===== src/rtl/four_level_page_walk_top_defines.svh =====
// ---------------------------------------------------------------------------
// four_level_page_walk_top_defines.svh
// Assertion macros for the page walker RTL.
// ---------------------------------------------------------------------------
`ifndef FOUR_LEVEL_PAGE_WALK_TOP_DEFINES_SVH
`define FOUR_LEVEL_PAGE_WALK_TOP_DEFINES_SVH

// Same-cycle implication, checked on every rising edge out of reset.
`define FLPW_ASSERT_IMP(lbl, ante, cons, msg) \
	lbl: assert property (@(posedge clk) disable iff (!arst_n) (ante) |-> (cons)) \
		else $error(msg);

// Next-cycle implication, checked on every rising edge out of reset.
`define FLPW_ASSERT_NXT(lbl, ante, cons, msg) \
	lbl: assert property (@(posedge clk) disable iff (!arst_n) (ante) |=> (cons)) \
		else $error(msg);

`endif


===== src/rtl/flpw_pkg.sv =====
// ---------------------------------------------------------------------------
// flpw_pkg
// Types, codes and constants shared by the four-level page walker.
// ---------------------------------------------------------------------------
package flpw_pkg;

	localparam int PHYS_ADDR_BITS_DEF = 16;

	localparam int WORD_ADDR_W = 13;
	localparam int ENTRY_W     = 64;
	localparam int VA_W        = 48;
	localparam int ROOT_W      = 4;
	localparam int LEVEL_W     = 2;
	localparam int IDX_W       = 9;
	localparam int PAGE_OFS_W  = 12;

	typedef enum logic {
		CMD_WRITE = 1'b0,
		CMD_XLATE = 1'b1
	} cmd_t;

	localparam logic [LEVEL_W-1:0] MISS_NONE = 2'd0;
	localparam logic [LEVEL_W-1:0] MISS_L1   = 2'd1;
	localparam logic [LEVEL_W-1:0] MISS_L2   = 2'd2;
	localparam logic [LEVEL_W-1:0] MISS_L3   = 2'd3;

	typedef enum logic [2:0] {
		ST_CLEAR,
		ST_IDLE,
		ST_CHK1,
		ST_CHK2,
		ST_CHK3,
		ST_LEAF,
		ST_WRES
	} state_t;

	typedef enum logic [2:0] {
		ASEL_CLR,
		ASEL_WR,
		ASEL_ROOT,
		ASEL_L1,
		ASEL_L2,
		ASEL_L3
	} asel_t;

	typedef enum logic [1:0] {
		RES_ZERO,
		RES_MISS,
		RES_LEAF
	} res_kind_t;

	typedef struct packed {
		logic                ram_we;
		logic                ram_re;
		asel_t               asel;
		logic                capture;
		logic                clr_step;
		logic                res_load;
		res_kind_t           res_kind;
		logic [LEVEL_W-1:0]  miss_level;
	} dp_cmd_t;

	typedef struct packed {
		logic entry_zero;
		logic slot_free;
		logic clr_last;
	} dp_sts_t;

endpackage


===== src/rtl/flpw_ctrl.sv =====
// ---------------------------------------------------------------------------
// flpw_ctrl
// Walker controller: clearing pass, request accept, level sequencing.
// ---------------------------------------------------------------------------
module flpw_ctrl
	import flpw_pkg::*;
(
	input  logic    clk,
	input  logic    arst_n,
	input  logic    in_valid,
	input  cmd_t    in_cmd,
	output logic    in_ready,
	input  dp_sts_t sts,
	output dp_cmd_t cmd
);

	state_t state_q;
	state_t state_d;

	always_ff @(posedge clk or negedge arst_n) begin
		if (!arst_n) begin
			state_q <= ST_CLEAR;
		end else begin
			state_q <= state_d;
		end
	end

	always_comb begin
		state_d        = state_q;
		in_ready       = 1'b0;
		cmd            = '0;
		cmd.asel       = ASEL_L3;
		cmd.res_kind   = RES_ZERO;
		cmd.miss_level = MISS_NONE;

		unique case (state_q)
			ST_CLEAR: begin
				cmd.ram_we   = 1'b1;
				cmd.clr_step = 1'b1;
				cmd.asel     = ASEL_CLR;
				if (sts.clr_last) begin
					state_d = ST_IDLE;
				end
			end
			ST_IDLE: begin
				in_ready = 1'b1;
				if (in_valid) begin
					cmd.capture = 1'b1;
					if (in_cmd == CMD_WRITE) begin
						cmd.ram_we = 1'b1;
						cmd.asel   = ASEL_WR;
						state_d    = ST_WRES;
					end else begin
						cmd.ram_re = 1'b1;
						cmd.asel   = ASEL_ROOT;
						state_d    = ST_CHK1;
					end
				end
			end
			// While a zero entry waits for the result slot no read is issued, so the RAM
			// output holds the entry under test.
			ST_CHK1: begin
				if (!sts.entry_zero) begin
					cmd.ram_re = 1'b1;
					cmd.asel   = ASEL_L1;
					state_d    = ST_CHK2;
				end else if (sts.slot_free) begin
					cmd.res_load   = 1'b1;
					cmd.res_kind   = RES_MISS;
					cmd.miss_level = MISS_L1;
					state_d        = ST_IDLE;
				end
			end
			ST_CHK2: begin
				if (!sts.entry_zero) begin
					cmd.ram_re = 1'b1;
					cmd.asel   = ASEL_L2;
					state_d    = ST_CHK3;
				end else if (sts.slot_free) begin
					cmd.res_load   = 1'b1;
					cmd.res_kind   = RES_MISS;
					cmd.miss_level = MISS_L2;
					state_d        = ST_IDLE;
				end
			end
			ST_CHK3: begin
				if (!sts.entry_zero) begin
					cmd.ram_re = 1'b1;
					cmd.asel   = ASEL_L3;
					state_d    = ST_LEAF;
				end else if (sts.slot_free) begin
					cmd.res_load   = 1'b1;
					cmd.res_kind   = RES_MISS;
					cmd.miss_level = MISS_L3;
					state_d        = ST_IDLE;
				end
			end
			ST_LEAF: begin
				if (sts.slot_free) begin
					cmd.res_load = 1'b1;
					cmd.res_kind = RES_LEAF;
					state_d      = ST_IDLE;
				end
			end
			ST_WRES: begin
				if (sts.slot_free) begin
					cmd.res_load = 1'b1;
					cmd.res_kind = RES_ZERO;
					state_d      = ST_IDLE;
				end
			end
			default: begin
				state_d = ST_IDLE;
			end
		endcase
	end

endmodule


===== config.mk =====
export PLATFORM = sky130hd
export DESIGN_NAME = flpw_ctrl
export DESIGN_NICKNAME = d
export VERILOG_FILES = /design/src/rtl/four_level_page_walk_top_defines.svh /design/src/rtl/flpw_pkg.sv /design/src/rtl/flpw_ctrl.sv
export SDC_FILE = /design/constraint.sdc
export NUM_CORES = 1
export LEC_CHECK = 0
export CORE_AREA = 2 2 39 41
export DETAILED_ROUTE_END_ITERATION = 6
export DIE_AREA = 0 0 41 43
export DONT_BUFFER_PORTS = 1
export PLACE_DENSITY_LB_ADDON = 0.08
export SYNTH_ARGS = -nofsm -noshare
export SYNTH_HDL_FRONTEND = slang
export SYNTH_SLANG_ARGS = --single-unit

===== constraint.sdc =====
create_clock -name clk -period 1.7 [get_ports clk]
set_clock_uncertainty 0.2 [all_clocks]
set_input_delay 0.17 -clock clk [delete_from_list [all_inputs] [get_ports clk]]
set_output_delay 0.17 -clock clk [all_outputs]
set_load 0.1 [all_outputs]

==> results.cfg <==
[critical_path]
critPathKind = reg -> out
r2r_cells = 6
cp-end-kind = output pin
cp_top_family = simple AND/OR/NAND/NOR gates
crit_path_max_incr_delay_ps = 430
slowest_stage = dfrtp_2
cp.arrival_ps = 1590
worstPathCellList = or3b_4, a21oi_4, nand2b_4
cp.depth = 3
cp_num_buf_inv = 0
startpoint_type = flop
cp_max_fo = 8
required_ps = 1330

[synthesis]
synth_cell_types = 33
synth_area_leaders = dfrtp_1 17%, a21oi_1 5.8%, o21ai_0 5.8%
syn_avg_cell_area_um2 = 7.42
synth_area_leader_cell = dfrtp_1
synth-warning-count = 0
postSynthCellCount = 58
yosysSeqAreaShare_pct = 17.4
syn_nets = 65
synth-edff-count = 0
synth-async-reset-ratio_pct = 100
ys_seq_elements = 3
syn_area_um2 = 430
synth_commonest_cells = 5 x a21oi_1, 5 x inv_1, 5 x nand2_1, 5 x o21ai_0
synth_top_area_share_pct = 17.4
synthFlopType = dfrtp_1

[placed_design]
routabilityCongestion = 0.807
dp_hpwl_um = 1170
io_buffers = 0

[final_layout]
fillers = 74
drive_gt1_share_pct = 73.3
reg_top3 = state_q: 3 flops
num-nets-final = 109
antenna_cells = 0
top_register = state_q
area_growth_pct = 175
largest_register_ffs = 3
final_util_pct = 85.4

[detailed_routing]
drt-pass1-iter-count = 4
dr.first_iter.drc_count = 6
drcViolationCount = 0
wl_um = 2040
route.vias.total = 613
via_per_inst = 5.24
ant_nets = 0
wl_per_cell_um = 17.4

[sta]
fin_ws_ps = -255
slew_violations = 0
rsz0062_at_grt = true
min_period_ps = 1960
finalHoldViolCount = 0
period_share_pct = 115
setup_violations = 13
tightestPinTransition_ps = 364
relSlewSlack_pct = 75.4
fmax_mhz = 512
setup_tns_ps = -1870

[clock_tree]
ctsRootBufferMaster = clkbuf_4
clk_pin_slew_ps = 40
htree_num_levels = 1
cts_buffers = 3
cts.sinks = 3
cts_tree = done
insertion_delay_ps = 260
ctsLongestPathBuffers = 2

[global_route]
overflow = 0
antenna_found_initial = 0
grt_pass1_wl_um = 2940
grt_pass1_vias = 622
grtUsageTotal_pct = 25.4
grt_start_max_net_pins = 10

[die]
core_area_um2 = 1380
die_x_um = 41
pin_count = 20
initial_core_util_pct = 31.1
die_h_um = 43
rows = 14
dieArea_um2 = 1760

[outcome]
status = finished, violations left
violations = negative setup slack

[hold_path]
min_path_type = in -> reg
hold_path_depth = 2

[run]
maxCapViolations = 0
[area by class of cell]
cell class	instances	area, µm²	share of cell area, %
timing repair buffer	45	537	45.4
multi-input combinational	44	495	41.9
sequential	3	78.8	6.67
clock buffer	4	26.3	2.22
inverter	5	25.0	2.12
tap	16	20.0	1.69
[per-stage QoR]
stage	instances	cell area, µm²	hold slack (ps)	setup slack (ps)
after global placement	90	823	-326	-16.3
after CTS	105	1030	16.1	-227
final	117	1180	31.9	-255
after floorplan	58	619	-326	-864
after global routing	117	1180	40.2	-284
after detailed placement	90	823	-325	-16.9
[placed cells by master, fill, tap and decap left out, drive strengths merged, types with 2 or more instances in the layout]
cell         instances
buf                 40
a21oi                6
dlygate4sd3          5
nand2                5
o21ai                5
inv                  4
clkbuf               4
dfrtp                3
nor2                 3
nor3                 2
a31oi                2
nor2b                2
[worst paths after layout]
check	start	to	slack, ps
max reg2reg	state_q[2]	state_q[0]	30
min	in_valid	state_q[1]	30
min reg2reg	state_q[0]	state_q[2]	530
min in group asynchronous	arst_n	state_q[2]	520
max	state_q[1]	cmd[10]	-260
max in group asynchronous	arst_n	state_q[1]	610
[logic make-up after synthesis]
kind of cell	share of synthesized area [%]
AO/OA/AOI/OAI	30.2
XOR/XNOR	2.04
adder cells (fa/ha/maj)	2.33
buffers and inverters	15.4
flip-flops	17.4
AND/OR/NAND/NOR	32.6
[repair_timing]
item	4_1_cts	5_1_grt
buffers inserted	6	12
pin swaps	3	8
setup endpoints to repair	13	13
hold buffers	5	0
endpoints found under the hold margin	6	0
gates resized for setup	22	18
[metal layers]
metal,up-vias,track usage (%),wire [µm]
met4,0,13.3,32
met3,2,4.71,69
met1,299,28.2,816
met2,16,42.5,1120
li1,296,-,-
met5,-,0,0
Power is not shown: default switching activity piles up to over one toggle a cycle in this logic, so the estimate is an artifact.
